File: src/hw/rtl/dqsa_pkg.sv
// Shared constants and types for the two-queue shared word store.
package dqsa_pkg;

  // Store geometry
  localparam int DEPTH  = 16;
  localparam int ADDR_W = (DEPTH > 1) ? $clog2(DEPTH) : 1;
  localparam int PTR_W  = $clog2(DEPTH + 1);
  localparam int WORD_W = 32;

  // Operation codes
  localparam logic FUNC_PUSH = 1'b0;
  localparam logic FUNC_POP  = 1'b1;

  // Queue select codes
  localparam logic QUEUE_LOWER = 1'b0;
  localparam logic QUEUE_UPPER = 1'b1;

  // Result status codes
  localparam logic [1:0] STATUS_DONE      = 2'd0;
  localparam logic [1:0] STATUS_OVERFLOW  = 2'd1;
  localparam logic [1:0] STATUS_UNDERFLOW = 2'd2;

  // Commands from the controller to the datapath
  typedef struct packed {
    logic start;    // input transfer: update pointers, access store
    logic capture;  // store read data is valid: latch pop word
  } ctl_cmd_t;

endpackage

File: src/hw/rtl/dual_queue_shared_array.sv
// Top level of two linear queues that share one word store.
// Two linear queues share one store of DEPTH words: the lower queue grows up
// from entry 0, the upper queue grows down from the top entry. Each input
// transfer is a push or a pop aimed at one queue and yields exactly one result
// transfer carrying the popped word (zero unless a pop succeeded), a status
// (done, overflow, underflow) and the full and empty flags after the operation.
// A push to either queue is refused when the two tails meet; head space freed
// by pops is reused only once a queue drains completely. One item is handled
// at a time: after the input transfer the controller passes through accept and
// pointer update, registered store read and result hold, and the result stays
// valid in the hold state until it transfers; only then is the next input
// transfer accepted, so any output stall delays it. This order is set by the
// registered read port of the store and the single-item controller.
// The store needs no clearing after reset; a pop only reads written entries.
module dual_queue_shared_array (
  input  logic                               clk,
  input  logic                               rst_n,
  input  logic                               in_valid,
  output logic                               in_stall,
  input  logic                               in_func,
  input  logic                               in_queue_select,
  input  logic signed [dqsa_pkg::WORD_W-1:0] in_push_value,
  output logic                               out_valid,
  input  logic                               out_stall,
  output logic signed [dqsa_pkg::WORD_W-1:0] out_pop_value,
  output logic [1:0]                         out_status,
  output logic                               out_shared_full,
  output logic                               out_first_empty,
  output logic                               out_second_empty
);
  import dqsa_pkg::*;

  ctl_cmd_t cmd;

  dqsa_ctrl u_ctrl (
    .clk       (clk),
    .rst_n     (rst_n),
    .in_valid  (in_valid),
    .in_stall  (in_stall),
    .out_valid (out_valid),
    .out_stall (out_stall),
    .cmd       (cmd)
  );

  dqsa_dp u_dp (
    .clk              (clk),
    .rst_n            (rst_n),
    .cmd              (cmd),
    .in_func          (in_func),
    .in_queue_select  (in_queue_select),
    .in_push_value    (in_push_value),
    .out_pop_value    (out_pop_value),
    .out_status       (out_status),
    .out_shared_full  (out_shared_full),
    .out_first_empty  (out_first_empty),
    .out_second_empty (out_second_empty)
  );

endmodule

File: src/hw/rtl/dqsa_ram.sv
// Generic single-write, single-read RAM with registered read data.
module dqsa_ram #(
  parameter int WIDTH = 32,
  parameter int DEPTH = 16
) (
  input  logic                                   clk,
  input  logic                                   wr_en,
  input  logic [((DEPTH > 1) ? $clog2(DEPTH) : 1)-1:0] wr_addr,
  input  logic [WIDTH-1:0]                       wr_data,
  input  logic [((DEPTH > 1) ? $clog2(DEPTH) : 1)-1:0] rd_addr,
  output logic [WIDTH-1:0]                       rd_data_r
);

  logic [WIDTH-1:0] mem [DEPTH];

  // Write port and registered read port
  always_ff @(posedge clk) begin
    if (wr_en) begin
      mem[wr_addr] <= wr_data;
    end
    rd_data_r <= mem[rd_addr];
  end

endmodule

File: src/hw/rtl/dqsa_ctrl.sv
// Controller state machine: sequences accept, store read and result transfer.
module dqsa_ctrl (
  input  logic                clk,
  input  logic                rst_n,
  input  logic                in_valid,
  output logic                in_stall,
  output logic                out_valid,
  input  logic                out_stall,
  output dqsa_pkg::ctl_cmd_t  cmd
);
  import dqsa_pkg::*;

  localparam logic [1:0] ST_IDLE  = 2'd0;
  localparam logic [1:0] ST_FETCH = 2'd1;
  localparam logic [1:0] ST_SEND  = 2'd2;

  logic [1:0] state_r;
  logic [1:0] state_nxt;

  // Take an item only while idle; show the result while sending
  assign in_stall    = (state_r != ST_IDLE);
  assign out_valid   = (state_r == ST_SEND);
  assign cmd.start   = (state_r == ST_IDLE) && in_valid;
  assign cmd.capture = (state_r == ST_FETCH);

  // Advance through accept, fetch and send
  always_comb begin
    state_nxt = state_r;
    unique case (state_r)
      ST_IDLE: begin
        if (in_valid) state_nxt = ST_FETCH;
      end
      ST_FETCH: begin
        state_nxt = ST_SEND;
      end
      ST_SEND: begin
        if (!out_stall) state_nxt = ST_IDLE;
      end
      default: begin
        state_nxt = ST_IDLE;
      end
    endcase
  end

  always_ff @(posedge clk) begin
    if (!rst_n) begin
      state_r <= ST_IDLE;
    end else begin
      state_r <= state_nxt;
    end
  end

endmodule

File: src/hw/rtl/dqsa_dp.sv
// Datapath: queue pointers, shared word store and result registers.
module dqsa_dp (
  input  logic                              clk,
  input  logic                              rst_n,
  input  dqsa_pkg::ctl_cmd_t                cmd,
  input  logic                              in_func,
  input  logic                              in_queue_select,
  input  logic signed [dqsa_pkg::WORD_W-1:0] in_push_value,
  output logic signed [dqsa_pkg::WORD_W-1:0] out_pop_value,
  output logic [1:0]                        out_status,
  output logic                              out_shared_full,
  output logic                              out_first_empty,
  output logic                              out_second_empty
);
  import dqsa_pkg::*;

  localparam logic [PTR_W-1:0] PTR_DEPTH = PTR_W'(DEPTH);
  localparam logic [PTR_W-1:0] PTR_ONE   = PTR_W'(1);
  localparam logic [PTR_W-1:0] PTR_ZERO  = '0;

  // Lower pointers held as index plus one, so zero means empty
  logic [PTR_W-1:0] lt1_r, lt1_nxt;
  logic [PTR_W-1:0] lh1_r, lh1_nxt;
  // Upper pointers held as plain index, DEPTH means empty
  logic [PTR_W-1:0] ut_r, ut_nxt;
  logic [PTR_W-1:0] uh_r, uh_nxt;

  logic              wr_en;
  logic [ADDR_W-1:0] wr_addr;
  logic [ADDR_W-1:0] rd_addr;
  logic [ADDR_W-1:0] lower_rd_addr;
  logic [ADDR_W-1:0] upper_wr_addr;
  logic [WORD_W-1:0] rd_data;
  logic [1:0]        status_nxt;
  logic              pop_ok_nxt;

  logic [1:0]        status_r;
  logic              pop_ok_r;
  logic              full_r;
  logic              first_empty_r;
  logic              second_empty_r;
  logic [WORD_W-1:0] pop_value_r;

  logic [PTR_W-1:0]  lh1_dec;
  logic [PTR_W-1:0]  ut_dec;

  assign lh1_dec       = lh1_r - PTR_ONE;
  assign ut_dec        = ut_r - PTR_ONE;
  assign lower_rd_addr = lh1_dec[ADDR_W-1:0];
  assign upper_wr_addr = ut_dec[ADDR_W-1:0];
  assign rd_addr       = (in_queue_select == QUEUE_LOWER) ? lower_rd_addr
                                                          : uh_r[ADDR_W-1:0];
  assign wr_addr       = (in_queue_select == QUEUE_LOWER) ? lt1_r[ADDR_W-1:0]
                                                          : upper_wr_addr;

  // Decode the operation and compute next pointers
  always_comb begin
    lt1_nxt    = lt1_r;
    lh1_nxt    = lh1_r;
    ut_nxt     = ut_r;
    uh_nxt     = uh_r;
    wr_en      = 1'b0;
    status_nxt = STATUS_DONE;
    pop_ok_nxt = 1'b0;
    if (cmd.start) begin
      if (in_func == FUNC_PUSH) begin
        if (lt1_r == ut_r) begin
          status_nxt = STATUS_OVERFLOW;
        end else if (in_queue_select == QUEUE_LOWER) begin
          wr_en   = 1'b1;
          lt1_nxt = lt1_r + PTR_ONE;
          if (lt1_r == PTR_ZERO) lh1_nxt = PTR_ONE;
        end else begin
          wr_en  = 1'b1;
          ut_nxt = ut_dec;
          if (ut_r == PTR_DEPTH) uh_nxt = ut_dec;
        end
      end else begin
        if (in_queue_select == QUEUE_LOWER) begin
          if (lh1_r == PTR_ZERO) begin
            status_nxt = STATUS_UNDERFLOW;
          end else begin
            pop_ok_nxt = 1'b1;
            if (lh1_r == lt1_r) begin
              lh1_nxt = PTR_ZERO;
              lt1_nxt = PTR_ZERO;
            end else begin
              lh1_nxt = lh1_r + PTR_ONE;
            end
          end
        end else begin
          if (uh_r == PTR_DEPTH) begin
            status_nxt = STATUS_UNDERFLOW;
          end else begin
            pop_ok_nxt = 1'b1;
            if (uh_r == ut_r) begin
              uh_nxt = PTR_DEPTH;
              ut_nxt = PTR_DEPTH;
            end else begin
              uh_nxt = uh_r - PTR_ONE;
            end
          end
        end
      end
    end
  end

  // Hold queue pointers
  always_ff @(posedge clk) begin
    if (!rst_n) begin
      lt1_r <= PTR_ZERO;
      lh1_r <= PTR_ZERO;
      ut_r  <= PTR_DEPTH;
      uh_r  <= PTR_DEPTH;
    end else begin
      lt1_r <= lt1_nxt;
      lh1_r <= lh1_nxt;
      ut_r  <= ut_nxt;
      uh_r  <= uh_nxt;
    end
  end

  // Latch status and flags at the input transfer, pop word in the cycle after it
  always_ff @(posedge clk) begin
    if (cmd.start) begin
      status_r       <= status_nxt;
      pop_ok_r       <= pop_ok_nxt;
      full_r         <= (lt1_nxt == ut_nxt);
      first_empty_r  <= (lh1_nxt == PTR_ZERO);
      second_empty_r <= (uh_nxt == PTR_DEPTH);
    end
    if (cmd.capture) begin
      pop_value_r <= pop_ok_r ? rd_data : '0;
    end
  end

  dqsa_ram #(
    .WIDTH (WORD_W),
    .DEPTH (DEPTH)
  ) u_store (
    .clk       (clk),
    .wr_en     (wr_en),
    .wr_addr   (wr_addr),
    .wr_data   (in_push_value),
    .rd_addr   (rd_addr),
    .rd_data_r (rd_data)
  );

  assign out_pop_value    = pop_value_r;
  assign out_status       = status_r;
  assign out_shared_full  = full_r;
  assign out_first_empty  = first_empty_r;
  assign out_second_empty = second_empty_r;

endmodule

File: config.mk
export PLATFORM = sky130hd
export DESIGN_NAME = dual_queue_shared_array
export DESIGN_NICKNAME = d
export VERILOG_FILES = /design/src/hw/rtl/dqsa_pkg.sv /design/src/hw/rtl/dual_queue_shared_array.sv /design/src/hw/rtl/dqsa_ram.sv /design/src/hw/rtl/dqsa_ctrl.sv /design/src/hw/rtl/dqsa_dp.sv
export SDC_FILE = /design/constraint.sdc
export NUM_CORES = 1
export LEC_CHECK = 0
export BUFFER_PORTS_ARGS = -buffer_cell sky130_fd_sc_hd__buf_2
export CAP_MARGIN = 5
export CELL_PAD_IN_SITES_DETAIL_PLACEMENT = 1
export CELL_PAD_IN_SITES_GLOBAL_PLACEMENT = 1
export CORE_ASPECT_RATIO = 1.75
export CORE_MARGIN = 2
export CORE_UTILIZATION = 55
export CTS_BUF_LIST = sky130_fd_sc_hd__clkbuf_2 sky130_fd_sc_hd__clkbuf_4 sky130_fd_sc_hd__clkbuf_8
export CTS_CLUSTER_SIZE = 25
export DETAILED_ROUTE_END_ITERATION = 7
export PLACE_DENSITY = 0.92
export SLEW_MARGIN = 20
export SYNTH_ARGS = -nofsm -noshare
export SYNTH_HDL_FRONTEND = slang
export SYNTH_SLANG_ARGS = --single-unit
File: constraint.sdc
create_clock -name clk -period 4.5 [get_ports clk]
set_clock_uncertainty 0.2 [all_clocks]
set_input_delay 0.675 -clock clk [delete_from_list [all_inputs] [get_ports clk]]
set_output_delay 0.675 -clock clk [all_outputs]
set_load 0.02 [all_outputs]
Yosys cells after proc, flatten, opt, wreduce, memory -nomap -nowiden:

Memories as Yosys holds them, arrays and structs flattened. A register that Yosys moved wholly into a read port is not among the register bits.
Cells that the tools add are included.
W data, S select, Z words.

* word-level logic and storage cells: 83
* bits in writable memories: 512
* memories: 1
* bits in registers: 60
* bits of input ports: 38
* output and inout port bits: 39

Memories
* u_dp.u_store.mem: words 16, width 32, rd ports 1, clocked after Yosys merged registers in 1, write ports 1, RTL line dqsa_ram.sv:14 `logic [WIDTH-1:0] mem [DEPTH];`

* add/sub/neg operators: 5
* eq/ne operators: 11
* reductions and logical operators: 7
* muxes and demuxes: 48

Operators with widths (number)
* $mux W5: 30
* $eq A5 B5 Y1: 4
* $eq A5 B5 Y1 const B: 3
* $logic_not A5 Y1: 3
* $mux W2: 6
* $add A5 B1 Y5 const B: 2
* $sub A5 B1 Y5 const B: 2
* $mux W1: 9
* $mux W4: 2
* $pmux W2 S3: 1
* $ne A2 B2 Y1 const B: 2
* $sub A4 B1 Y4 const B: 1
* $eq A2 B1 Y1 const B: 1
* $eq A2 B2 Y1 const B: 1
* $logic_not A2 Y1: 1
* $reduce_and A2 Y1: 1
* $reduce_bool A2 Y1: 1
* $logic_and A1 B1 Y1: 1

Depth between registers and ports, before layout:

Gate-level depths: netlist (run 1).

* depth in word-level cells: 7
* depth in mapped cells: 10
* mapped depth without buffers: 9

Modules after synthesis:

From an unflattened synthesis (run 1), not the netlist that was laid out.

* cell total of the unflattened synthesis: 1181
* area total of the unflattened synthesis: 23323.6 um2

Modules (own cells, without submodules)
* dqsa_ram: instances 1, area each 19835.3 um2, sequential area each 16015.4 um2, cells an instance 838
* dqsa_dp: instances 1, area each 3372.0 um2, sequential area each 1541.5 um2, cells an instance 333
* dqsa_ctrl: instances 1, area each 116.4 um2, sequential area each 40.0 um2, cells an instance 10

Least setup slack after synthesis (run 1):

Ideal clock, no wire load.

* path kind: input -> register
* start point: in in_valid
* end point: mem u_dp.u_store.mem[1][0], enable pin
* library setup time: 0.421 ns
* buffers on the path: 1
* stages: 7
* data required time: 3.879 ns
* path slack: 0.677 ns
* arrival time: 3.201 ns
* cells stage by stage: or3b_1 > buf_2 > inv_2 > nand2_1 > a21oi_1 > o21ai_0 > nor2_1

* cells in the longest elaborated chain, start to end: 4

RTL lines
* start: declaration: RTL line dual_queue_shared_array.sv:18 `input logic in_valid,`
* $logic_and A1 B1 Y1: RTL line dqsa_ctrl.sv:23 `assign cmd.start = (state_r == ST_IDLE) && in_valid;`
* $mux W1: RTL line dqsa_dp.sv:65 `if (cmd.start) begin`
* $mux W1: RTL line dqsa_ram.sv:18 `if (wr_en) begin`
* $mux W1 (implied by the code): RTL line dqsa_ram.sv:19 `mem[wr_addr] <= wr_data;`
* end: declaration: RTL line dqsa_ram.sv:14

No other way between the ends.

Final worst setup path (run 1):

* start point: reg u_dp.ut_r[0]
* end point: mem u_dp.u_store.mem[3][18], enable pin

* cells in the longest elaborated chain, start to end: 6
* elaborated cells between the ends (all ways): 8
* classes of those cells: 1 x add/sub; 1 x eq/ne; 6 x mux

RTL lines
* start: declaration: RTL line dqsa_dp.sv:25 `logic [PTR_W-1:0] ut_r, ut_nxt;`
* start signal: assignment: RTL line dqsa_dp.sv:118 `ut_r <= ut_nxt;`
* $eq A5 B5 Y1: RTL line dqsa_dp.sv:67 `if (lt1_r == ut_r) begin`
* $mux W1: RTL line dqsa_dp.sv:67
* $mux W1: RTL line dqsa_dp.sv:66 `if (in_func == FUNC_PUSH) begin`
* $mux W1: RTL line dqsa_dp.sv:65
* $mux W1: RTL line dqsa_ram.sv:18
* $mux W1 (implied by the code): RTL line dqsa_ram.sv:19

Several ways; a longest one is shown, not always the timed one.

==> qor.log, run 1 <==
qor: cells_and_area.share_of_layout_cells_above_drive_strength_1 0.2943
qor: global_route.first_global_vias 13.95k
qor: floorplan.rows 100
qor: logic_synthesis.synth.ff_latch_count 604
qor: floorplan.design.die.area 44520 um^2
qor: setup_path.r2r_startpoint u_dp.ut_r[0]$_SDFF_PN0_
qor: power_and_ir_drop.report.power.total 0.01209 W
qor: routing.routed_wire_length_per_instance 31.72 um
qor: floorplan.core_area 42420 um^2
qor: setup_path.arrival_time_at_the_worst_endpoint 3790 ps
qor: power_and_ir_drop.power.density_cell_area 450.7 nW/um^2
qor: timing.setup-tns-final 0 ps
qor: place.dp_hpwl 33720 um
qor: floorplan.floorplan.initialDensity 0.5548
qor: clocking.cts.repair.resized 0
qor: clocking.max-clock-path-buffers 3
qor: clocking.cts.clk_slew.worst_paths 70 ps
qor: floorplan.ios 77
qor: timing.rsz0062_at_grt false
qor: setup_path.r2r_setup_slack 840 ps
qor: clocking.clock_latency 640 ps
qor: routing.routed_wirelength 63340 um
qor: global_route.antenna_found_initial 4
qor: worst_hold_path.hold_class in2reg
qor: setup_path.worst_r2r_endpoint u_dp.u_store.mem[3][18]$_DFFE_PP_
qor: global_route.grt_use_total 0.2867
qor: global_route.grt_overflow_total 0
qor: routing.drc 0
qor: timing.timing.max_slew.rel_slack 0.4225
qor: cells_and_area.net_count_of_the_finished_layout 1411
qor: timing.report.final.slew_viol_count 0
qor: logic_synthesis.synth.distinct_cells 64
qor: routing.drt-pass1-iter-count 5
qor: setup_path.critPathMaxFanout 18
qor: cells_and_area.final_common_cell edfxtp_1
qor: routing.antenna_left 0
qor: power_and_ir_drop.leakagePower 8.815 nW
qor: logic_synthesis.synth-edff-count 550
qor: timing.setup_viol 0
qor: floorplan.floorplan.die.width 160.4 um
qor: place.gpl.final_weighted_congestion 0.8470
qor: timing.fin_crit_sh 0.8124
qor: setup_path.worstRegToRegCells 7
qor: floorplan.die_h 277.6 um
qor: global_route.grt_pass1_wl 92920 um
qor: logic_synthesis.syn_area 23530 um^2
qor: timing.min_period 3656 ps
qor: setup_path.crit_type reg2reg
qor: timing.max_freq 273.5 MHz
qor: place.port_buffers 76
qor: clocking.clock-root-buffer clkbuf_8
qor: setup_path.endpoint_of_the_worst_setup_timing_path u_dp.u_store.mem[3][18]$_DFFE_PP_
qor: setup_path.critPathCaptureType flop
qor: routing.num_vias 12.93k
qor: logic_synthesis.synthesis.yosys.warnings 0
qor: logic_synthesis.ys_dominant_reg_cell edfxtp_1
qor: clocking.htree_num_levels 3
qor: logic_synthesis.synth_area_per_cell 19.13 um^2
qor: cells_and_area.n_fill_cell 3601
qor: clocking.tritoncts_num_sinks 604
qor: timing.max_slew.worst_pin.slew 854.5 ps
qor: run.max-cap-violations 0
qor: clocking.post_cts_buffers 0
qor: cells_and_area.highest_count_cells_in_the_layout_ignoring_fill_and_taps 550 x edfxtp_1, 128 x mux4_2, 90 x clkbuf_8
qor: logic_synthesis.post_synth_inst_count 1230
qor: setup_path.cp_data_required_time 4630 ps
qor: timing.final_hold_viol_count 0
qor: power_and_ir_drop.ir_drop 281.3 uV
qor: cells_and_area.area_growth 13.95%
qor: setup_path.crit_path_start_kind flop
qor: routing.initialDrtViolationCount 1247
qor: logic_synthesis.seq_area_frac_synth 0.7478
qor: run_status.status completed
qor: logic_synthesis.synth_async_sr_flop_share 0
qor: logic_synthesis.syn-num-nets 1276
qor: global_route.grt_start_max_net_pins 97
qor: clocking.cts_tree done
qor: setup_path.worst_setup_path_startpoint u_dp.ut_r[0]$_SDFF_PN0_
qor: clocking.cts_made_buffers 82
qor: clocking.cts_hold_buf 0
qor: routing.number_of_vias_per_cell 6.473
-- worst max-delay path, stage by stage (launching register included) --
cell and delay (ps):
dfxtp_1 620, inv_1 220, ha_1 400, xor2_1 210, a21oi_1 340, nand2b_1 370
nor2_4 650, buf_4 310
-- cells in the mapped netlist, types with 5 or more instances --
library cell | n | area [um^2]
a211oi_1 | 34 | 255.2
a21oi_1 | 52 | 260.3
a31oi_1 | 5 | 31.28
and2_1 | 39 | 244.0
and3_1 | 5 | 31.28
buf_2 | 24 | 120.1
clkbuf_1 | 43 | 161.4
dfxtp_1 | 54 | 1081
edfxtp_1 | 550 | 16520
ha_1 | 8 | 100.1
inv_1 | 15 | 56.30
mux2i_1 | 33 | 330.3
mux4_2 | 128 | 2883
nand2_1 | 27 | 101.4
nand3_1 | 10 | 50.05
nor2_1 | 49 | 183.9
nor2b_1 | 37 | 231.5
nor3_1 | 9 | 45.04
o211ai_1 | 5 | 37.54
o21ai_0 | 10 | 50.05
o21ai_1 | 8 | 40.04
xnor2_1 | 14 | 122.6
xor2_1 | 9 | 78.83
-- area by class of cell --
| class | count | area, um^2 | share of cell area |
|---|---|---|---|
| Sequential cell | 604 | 17600 | 0.6563 |
| Multi-Input combinational cell | 539 | 5752 | 0.2145 |
| Clock buffer | 116 | 1434 | 0.05348 |
| Timing Repair Buffer | 120 | 885.9 | 0.03304 |
| Tap cell | 561 | 701.9 | 0.02618 |
| Clock inverter | 37 | 370.4 | 0.01381 |
| Inverter | 18 | 67.56 | 0.002520 |
| Antenna cell | 2 | 5.005 | 0.0001867 |
-- worst min path at each step --
| stage | startpoint | endpoint | slack, ps | cells past startpoint |
|---|---|---|---|---|
| 2_1_floorplan | u_dp.u_store.rd_data_r[1]$_DFF_P_ | u_dp.out_pop_value[1]$_SDFFCE_PN0N_ | 280 | 1 |
| 3_3_place_gp | u_dp.u_store.rd_data_r[9]$_DFF_P_ | u_dp.out_pop_value[9]$_SDFFCE_PN0N_ | 290 | 1 |
| 3_5_place_dp | u_dp.u_store.rd_data_r[26]$_DFF_P_ | u_dp.out_pop_value[26]$_SDFFCE_PN0N_ | 300 | 1 |
| 4_1_cts | out_stall | u_ctrl.state_r[1]$_SDFFE_PN0P_ | 50 | 3 |
| 5_1_grt | out_stall | u_ctrl.state_r[1]$_SDFFE_PN0P_ | 70 | 3 |
| 6_report | out_stall | u_ctrl.state_r[1]$_SDFFE_PN0P_ | 80 | 3 |
-- state kept, by name (all words and copies together) (netlist names), 5 cells and up --
name,cells
u_dp.lh1_r,5
u_dp.ut_r,5
u_dp.out_pop_value,32
u_dp.u_store.mem,512
u_dp.lt1_r,5
u_dp.uh_r,5
u_dp.u_store.rd_data_r,32
-- metrics by stage --
stage          setup slack (ps)  cell area [um^2]  cells  utilization  hold WS [ps]
5_1_grt                   810.3             26810   1996       0.6321         66.82
6_report                  844.0             26810   1997       0.6322         79.44
3_3_place_gp              874.3             25000   1842       0.5895         293.6
4_1_cts                   989.7             26810   1995       0.6320         45.88
2_1_floorplan             677.5             23530   1230            -         282.2
3_5_place_dp              740.9             25000   1842       0.5895         297.8
-- layer usage --
metal,GRT usage,share of wire,wire length (um)
met3,0.04979,0.071,4496
met1,0.3554,0.36,22620
met2,0.4932,0.53,33320
met5,0,0.00025,16
met4,0.1354,0.045,2881
-- power breakdown --
part / total (W) / switching, W / internal, W
clock network: 0.00469 / 0.00220 / 0.00248
registers: 0.00632 / 0.0000654 / 0.00626
logic: 0.00108 / 0.000646 / 0.000431
total: 0.0121 / 0.00291 / 0.00917
-- cells by family (layout without fill, tap and decap cells) --
logic type / count (synthesis) / in the layout / synth area share
flip-flops: 604 / 604 / 0.7478
AND/OR/NAND/NOR: 201 / 201 / 0.04663
multiplexers: 162 / 162 / 0.1370
AO/OA/AOI/OAI: 145 / 145 / 0.04057
buffers and inverters: 87 / 291 / 0.01515
XOR/XNOR: 23 / 23 / 0.008561
adder cells (fa/ha/maj): 8 / 8 / 0.004254
other: 0 / 2 / 0
Power figures use the tool's default switching activity.
==> run 2, diff against run 1 <==
==> constraint.sdc (replaced) <==
create_clock -name clk -period 3.8 [get_ports clk]
set_clock_uncertainty 0.2 [all_clocks]
set_input_delay 0.57 -clock clk [delete_from_list [all_inputs] [get_ports clk]]
set_output_delay 0.57 -clock clk [all_outputs]
set_load 0.02 [all_outputs]
==> run 2 against run 1 <==
Net effect:
- via count decreased by 1.2%
- critical path depth increased by 1
- total power is 14% higher
- sequential share of layout area is essentially flat
- non-clock buffer count rose by 6
- count of clock-buffer cells in the layout shrank 19
- utilization barely moved
- sequential cell count unchanged
- critical endpoint is now u_dp.u_store.mem[6][14]$_DFFE_PP_
==> qor.log, run 2 (synthesized netlist as in run 1, its figures left out) <==
qor: clocking.cts_tree done
qor: routing.number_of_vias_per_cell 6.396 [-1.2%]
qor: setup_path.path_buf_inv 3 [+1]
qor: setup_path.delay_heaviest_family_cp buffers and inverters
qor: power_and_ir_drop.share_of_total_power_in_combinational_logic 0.094 [+0.005]
qor: clocking.cts_made_buffers 79 [-3.7%]
qor: place.dp_hpwl 33000 um [-2.1%]
qor: cells_and_area.area_growth 13.89% [about the same]
qor: timing.setup_viol 0 [unchanged]
qor: power_and_ir_drop.p_int 0.01042 W [+14%]
qor: global_route.grt_pass1_wl 92940 um [about the same]
qor: power_and_ir_drop.clock_power_share 0.364 [-0.024]
qor: floorplan.core_area 42420 um^2 [unchanged]
qor: floorplan.floorplan.die.width 160.4 um [unchanged]
qor: setup_path.timing.critical_path.mode_cell inv_1
qor: power_and_ir_drop.ir_drop 255.4 uV [-9.2%]
qor: clocking.cts.clk_slew.worst_paths 80 ps [about the same]
qor: setup_path.r2r_setup_slack 360 ps [-490 ps]
qor: setup_path.critPathCaptureType flop
qor: timing.max_slew.worst_pin.slew 977.4 ps [+122.9 ps]
qor: cells_and_area.top_register u_dp.u_store.mem
qor: global_route.grt_use_total 0.2853 [-0.001456]
qor: timing.final_hold_viol_count 0 [unchanged]
qor: setup_path.cp_slowest_stage_delay 640 ps [about the same]
qor: routing.num_vias 12.77k [-1.2%]
qor: cells_and_area.net_count_of_the_finished_layout 1414 [+0.21%]
qor: global_route.grt.met3_usage 0.04740 [-0.002392]
qor: setup_path.crit_path_start_kind flop
qor: setup_path.crit_chain inv_1 -> ha_1 -> xor2_1 -> a21oi_1 -> inv_1 -> nand2b_1 -> nor2_4 -> buf_4
qor: floorplan.floorplan.initialDensity 0.5548 [unchanged]
qor: place.port_buffers 76 [unchanged]
qor: cells_and_area.postLayoutCoreUtil 0.6318 [about the same]
qor: place.gpl.final_weighted_congestion 0.8853 [+4.5%]
qor: place.dp.cells 1846 [+0.22%]
qor: cells_and_area.n_fill_cell 3588 [-0.36%]
qor: routing.initialDrtViolationCount 1287 [+3.2%]
qor: global_route.grt_start_max_net_pins 68 [-30%]
qor: setup_path.arrival_time_at_the_worst_endpoint 3500 ps [-290 ps]
qor: clocking.cts.repair.resized 0 [unchanged]
qor: clocking.clock-root-buffer clkbuf_8
qor: timing.min_period 3445 ps [-211.4 ps]
qor: floorplan.die_h 277.6 um [unchanged]
qor: timing.fin_crit_sh 0.9065 [+0.09402]
qor: global_route.grt_overflow_total 0 [unchanged]
qor: clocking.clock_latency 640 ps [about the same]
qor: routing.drt-pass1-iter-count 5 [unchanged]
qor: run.max-cap-violations 0 [unchanged]
qor: global_route.top_usage_layer met2
qor: routing.antenna_left 0 [unchanged]
qor: floorplan.design.die.area 44520 um^2 [unchanged]
qor: floorplan.ios 77 [unchanged]
qor: global_route.antenna_found_initial 3 [-1]
qor: global_route.met2_routing_resource_usage_after_global_routing 0.4767 [-0.01643]
qor: cells_and_area.share_of_layout_cells_above_drive_strength_1 0.2896 [-0.004679]
qor: floorplan.rows 100 [unchanged]
qor: power_and_ir_drop.power.density_cell_area 515.0 nW/um^2 [+14%]
qor: routing.drc 0 [unchanged]
qor: timing.max_freq 290.3 MHz [+6.1%]
qor: setup_path.crit_type reg2reg
qor: worst_hold_path.hold_class in2reg
qor: setup_path.critPathMaxFanout 21 [+3]
qor: timing.setup-tns-final 0 ps [unchanged]
qor: timing.rsz0062_at_grt false
qor: timing.report.final.slew_viol_count 0 [unchanged]
qor: power_and_ir_drop.share_seq_of_total_power 0.542 [+0.019]
qor: setup_path.cpMaxStageDelayCell dfxtp_1
qor: global_route.first_global_vias 14.16k [+1.5%]
qor: clocking.post_cts_buffers 0 [unchanged]
qor: run_status.status completed
qor: cells_and_area.multi_input_comb_area 5752 um^2 [unchanged]
qor: cells_and_area.seq_area 17600 um^2 [unchanged]
qor: power_and_ir_drop.leakagePower 8.766 nW [-0.56%]
qor: clocking.htree_num_levels 3 [unchanged]
qor: clocking.cts_hold_buf 2 [+2]
qor: cells_and_area.highest_count_cells_in_the_layout_ignoring_fill_and_taps 550 x edfxtp_1, 128 x mux4_2, 82 x clkbuf_8
qor: timing.timing.max_slew.rel_slack 0.3459 [-0.07663]
qor: global_route.grt.met1_usage 0.3635 [+0.008070]
qor: setup_path.cp_data_required_time 3860 ps [-770 ps]
qor: clocking.tritoncts_num_sinks 604 [unchanged]
qor: cells_and_area.max_ffs_per_register 512 [unchanged]
qor: routing.routed_wirelength 61680 um [-2.6%]
qor: cells_and_area.final_common_cell edfxtp_1
qor: cells_and_area.final_cells 1997 [unchanged]
qor: clocking.max-clock-path-buffers 3 [unchanged]
qor: routing.routed_wire_length_per_instance 30.89 um [-2.6%]
qor: power_and_ir_drop.switching_share 0.2450 [+0.003861]
qor: power_and_ir_drop.total_switching_power 0.003381 W [+16%]
## run 2: layout make-up
cell class,count,area share
Clock inverter,49,0.01387
Inverter,18,0.002521
Multi-Input combinational cell,539,0.2146
Timing Repair Buffer,126,0.03959
Clock buffer,97,0.04631
Tap cell,561,0.02619
Antenna cell,3,0.0002801
Sequential cell,604,0.6566
## run 2: stage by stage
stage | setup WS (ps) | area [um^2] | hold WS, ps | power [W]
5_1_grt | 309.7 | 26800 | 110.3 | 0.01419
2_1_floorplan | 82.46 | 23530 | 282.2 | 0.008411
4_1_cts | 386.8 | 26790 | 70.93 | 0.01388
3_5_place_dp | 365.0 | 25160 | 298.5 | 0.008895
3_3_place_gp | 510.0 | 25160 | 294.1 | 0.008813
6_report | 355.5 | 26800 | 109.3 | 0.01380
## run 2: worst paths after layout
kind,startpoint,endpoint,cells after the start
hold reg to reg,u_dp.u_store.rd_data_r[29]$_DFF_P_,u_dp.out_pop_value[29]$_SDFFCE_PN0N_,1
setup reg to reg,u_dp.ut_r[0]$_SDFF_PN0_,u_dp.u_store.mem[6][14]$_DFFE_PP_,8
hold / removal,in_push_value[22],u_dp.u_store.mem[0][22]$_DFFE_PP_,1
setup / recovery,u_dp.ut_r[0]$_SDFF_PN0_,u_dp.u_store.mem[6][14]$_DFFE_PP_,8
## run 2: worst register-to-register path: cells and delay by family, from the launching register on
family | cells | cell delay, ps
DFF | 1 | 640
and+or+nand+nor | 2 | 520
buffers and inverters | 3 | 840
AOI/OAI and AO/OA | 1 | 200
xor gates and xnor gates | 1 | 290
adders and majority gates | 1 | 380
## run 2: routing by layer
metal,part of all wire,wire length [um]
met1,0.37,22660
met2,0.51,31400
met3,0.072,4445
met4,0.052,3177
met5,0,0
## run 2: power by group through the flow
stage	Sequential [W]	Combinational [W]	Clock [W]
finish	0.00748	0.00130	0.00502
global route	0.00749	0.00139	0.00531
CTS	0.00748	0.00131	0.00510
detailed placement	0.00762	0.00127	0
global placement	0.00761	0.00120	0
floorplan	0.00762	0.000791	0
==> run 3, diff against run 2 <==
--- a/config.mk
+++ b/config.mk
@@ -15,6 +15,7 @@
 export CTS_BUF_LIST = sky130_fd_sc_hd__clkbuf_2 sky130_fd_sc_hd__clkbuf_4 sky130_fd_sc_hd__clkbuf_8
 export CTS_CLUSTER_SIZE = 25
 export DETAILED_ROUTE_END_ITERATION = 7
+export GPL_TIMING_DRIVEN = 0
 export PLACE_DENSITY = 0.92
 export SLEW_MARGIN = 20
 export SYNTH_ARGS = -nofsm -noshare
==> run 3 against run 2 <==
Net effect:
- global-route usage rose by 2.0 points
- sequential power barely moved
- clock power rose by 13%
- register-to-register slack got worse by 260 ps
- cell area rose by 1.7%
- critical endpoint is now u_dp.u_store.rd_data_r[22]$_DFF_P_
- highest routed layer is now met5
==> qor.log, run 3 (synthesized netlist as in run 1, its figures left out) <==
qor: cells_and_area.n_fill_cell 3566 [-0.61%]
qor: timing.report.final.slew_viol_count 0 [unchanged]
qor: routing.number_of_vias_per_cell 6.484 [+1.4%]
qor: power_and_ir_drop.p_int 0.01103 W [+5.9%]
qor: place.dp_hpwl 39650 um [+20%]
qor: setup_path.path_buf_inv 4 [+1]
qor: setup_path.critPathMaxFanout 10 [-52%]
qor: clocking.clock-root-buffer clkbuf_8
qor: routing.drt-pass1-iter-count 7 [+2]
qor: cells_and_area.highest_count_cells_in_the_layout_ignoring_fill_and_taps 550 x edfxtp_1, 128 x mux4_2, 88 x buf_2
qor: setup_path.crit_chain clkbuf_2 -> inv_1 -> ha_1 -> mux2i_1 -> clkbuf_4 -> buf_4 -> mux4_2 -> nor2b_1 -> a211oi_1 -> a21oi_1
qor: timing.fin_crit_sh 0.9745 [+0.06801]
qor: setup_path.delay_heaviest_family_cp buffers and inverters
qor: setup_path.critPathCaptureType flop
qor: clocking.cts_tree done
qor: cells_and_area.final_area 27240 um^2 [+1.7%]
qor: global_route.grt_pass1_wl 97720 um [+5.1%]
qor: timing.finalHoldWorstSlack 79.82 ps [-29.53 ps]
qor: power_and_ir_drop.share_of_total_power_in_combinational_logic 0.095 [about the same]
qor: run_status.status completed
qor: setup_path.cp_data_required_time 4030 ps [+170 ps]
qor: setup_path.crit_path_start_kind flop
qor: timing.min_period 3703 ps [+258.4 ps]
qor: floorplan.floorplan.initialDensity 0.5548 [unchanged]
qor: place.placement.cell_area 25260 um^2 [+0.41%]
qor: run.max-cap-violations 0 [unchanged]
qor: power_and_ir_drop.switching_share 0.2393 [-0.005688]
qor: floorplan.ios 77 [unchanged]
qor: clocking.htree_num_levels 3 [unchanged]
qor: floorplan.rows 100 [unchanged]
qor: cells_and_area.share_of_layout_cells_above_drive_strength_1 0.2852 [-0.004370]
qor: timing.max_freq 270.1 MHz [-7.0%]
qor: timing.rsz0062_at_grt false
qor: power_and_ir_drop.clock_power_share 0.390 [+0.026]
qor: worst_hold_path.hold_class in2reg
qor: timing.setup_viol 0 [unchanged]
qor: clocking.cts_made_buffers 82 [+3.8%]
qor: floorplan.design.die.area 44520 um^2 [unchanged]
qor: setup_path.cpMaxStageDelayCell mux4_2
qor: global_route.first_global_vias 14.46k [+2.1%]
qor: global_route.grt_overflow_total 0 [unchanged]
qor: power_and_ir_drop.power.density_cell_area 532.4 nW/um^2 [+3.4%]
qor: setup_path.crit_type reg2reg
qor: place.port_buffers 75 [-1.3%]
qor: clocking.clock_latency 670 ps [+30 ps]
qor: clocking.tritoncts_num_sinks 604 [unchanged]
qor: routing.num_vias 13.26k [+3.8%]
qor: clocking.cts.clk_slew.worst_paths 80 ps [about the same]
qor: power_and_ir_drop.share_seq_of_total_power 0.515 [-0.027]
qor: routing.routed_wirelength 66170 um [+7.3%]
qor: place.gpl.final_weighted_congestion 0.8833 [-0.23%]
qor: power_and_ir_drop.ir_drop 345.2 uV [+35%]
qor: routing.drc 0 [unchanged]
qor: cells_and_area.max_ffs_per_register 512 [unchanged]
qor: global_route.grt_use_total 0.3055 [+0.02024]
qor: timing.final_hold_viol_count 0 [unchanged]
qor: routing.antenna_left 0 [unchanged]
qor: clocking.max-clock-path-buffers 3 [unchanged]
qor: timing.max_slew.worst_pin.slew 1099 ps [+121.3 ps]
qor: cells_and_area.final_common_cell edfxtp_1
qor: power_and_ir_drop.leakagePower 8.990 nW [+2.6%]
qor: routing.initialDrtViolationCount 1322 [+2.7%]
qor: cells_and_area.net_count_of_the_finished_layout 1463 [+3.5%]
qor: setup_path.cp_slowest_stage_delay 570 ps [-70 ps]
qor: cells_and_area.area_growth 15.78%
qor: routing.routed_wire_length_per_instance 32.36 um [+4.8%]
qor: power_and_ir_drop.total_switching_power 0.003471 W [+2.6%]
qor: global_route.antenna_found_initial 2 [-1]
qor: floorplan.die_h 277.6 um [unchanged]
qor: cells_and_area.top_register u_dp.u_store.mem
qor: floorplan.floorplan.die.width 160.4 um [unchanged]
qor: timing.timing.max_slew.rel_slack 0.2575 [-0.08839]
qor: global_route.grt_start_max_net_pins 21 [-69%]
qor: floorplan.core_area 42420 um^2 [unchanged]
qor: setup_path.arrival_time_at_the_worst_endpoint 3930 ps [+430 ps]
run 3: cell count changes in the layout (fill, tap and decap cells not counted), moves of 9 or more:
cell | before | now
clkbuf_1 | 0 | 34
buf_4 | 24 | 13
buf_16 | 0 | 14
buf_2 | 76 | 88
clkbuf_2 | 0 | 9
buf_12 | 24 | 9
run 3: area by class of cell:
cell class,instances,area (um^2),share of cell area
antenna,1,2.502,0.00009185
multi-input combinational,539,5709,0.2096
timing repair buffer,103,983.4,0.03610
tap,561,701.9,0.02576
sequential,604,17600,0.6459
inverter,18,67.56,0.002480
buffer,69,335.3,0.01231
clock buffer,101,1303,0.04781
clock inverter,49,545.5,0.02002
run 3: worst paths after layout:
check,slack [ps],endpoint,cells after the start,startpoint
setup reg to reg,100,u_dp.u_store.rd_data_r[22]$_DFF_P_,10,u_dp.lh1_r[0]$_SDFF_PN0_
hold reg to reg,310,u_dp.out_pop_value[30]$_SDFFCE_PN0N_,1,u_dp.u_store.rd_data_r[30]$_DFF_P_
setup / recovery,100,u_dp.u_store.rd_data_r[22]$_DFF_P_,10,u_dp.lh1_r[0]$_SDFF_PN0_
hold / removal,80,u_dp.u_store.mem[8][11]$_DFFE_PP_,1,in_push_value[11]
run 3: worst register-to-register path: stages, from the launching register on:
cell and delay [ps]:
dfxtp_1 340, clkbuf_2 230, inv_1 100, ha_1 360, mux2i_1 310, clkbuf_4 340, buf_4 290, mux4_2 570
nor2b_1 180, a211oi_1 380, a21oi_1 180
run 3: repair_timing:
item / in CTS / in global routing
resized for setup: 19 / 6
endpoints found under the hold margin: 2 / 0
endpoints found under the setup margin: 48 / 2
setup buffers: 4 / 0
hold buffers: 2 / 0
pin swaps: 1 / 0
run 3: power by group through the flow:
stage / sequential [W] / combinational, W / clock (W)
CTS: 0.00746 / 0.00137 / 0.00573
detailed placement: 0.00760 / 0.00132 / 0
global route: 0.00748 / 0.00145 / 0.00595
global placement: 0.00760 / 0.00120 / 0
floorplan: 0.00762 / 0.000791 / 0
finish: 0.00747 / 0.00138 / 0.00566
run 3: metal layers:
metal  part of all wire  wire length [um]  global-route usage
met2               0.53             34760              0.5312
met1               0.35             23160              0.3576
met4              0.055              3655              0.1654
met5            0.00020                13                   0
met3              0.069              4580             0.06100
run 3: per-stage QoR:
stage | cells | TNS [ps] | utilization | power [W] | worst slack (ps)
after CTS | 2043 | 0 | 0.6419 | 0.01456 | 37.24
after floorplan | 1230 | 0 | - | 0.008411 | 82.46
after detailed placement | 1887 | -22590 | 0.5956 | 0.008928 | -576.6
final | 2045 | 0 | 0.6423 | 0.01450 | 97.04
after global placement | 1866 | -832770 | 0.5802 | 0.008797 | -1895
after global routing | 2045 | 0 | 0.6423 | 0.01488 | 13.54
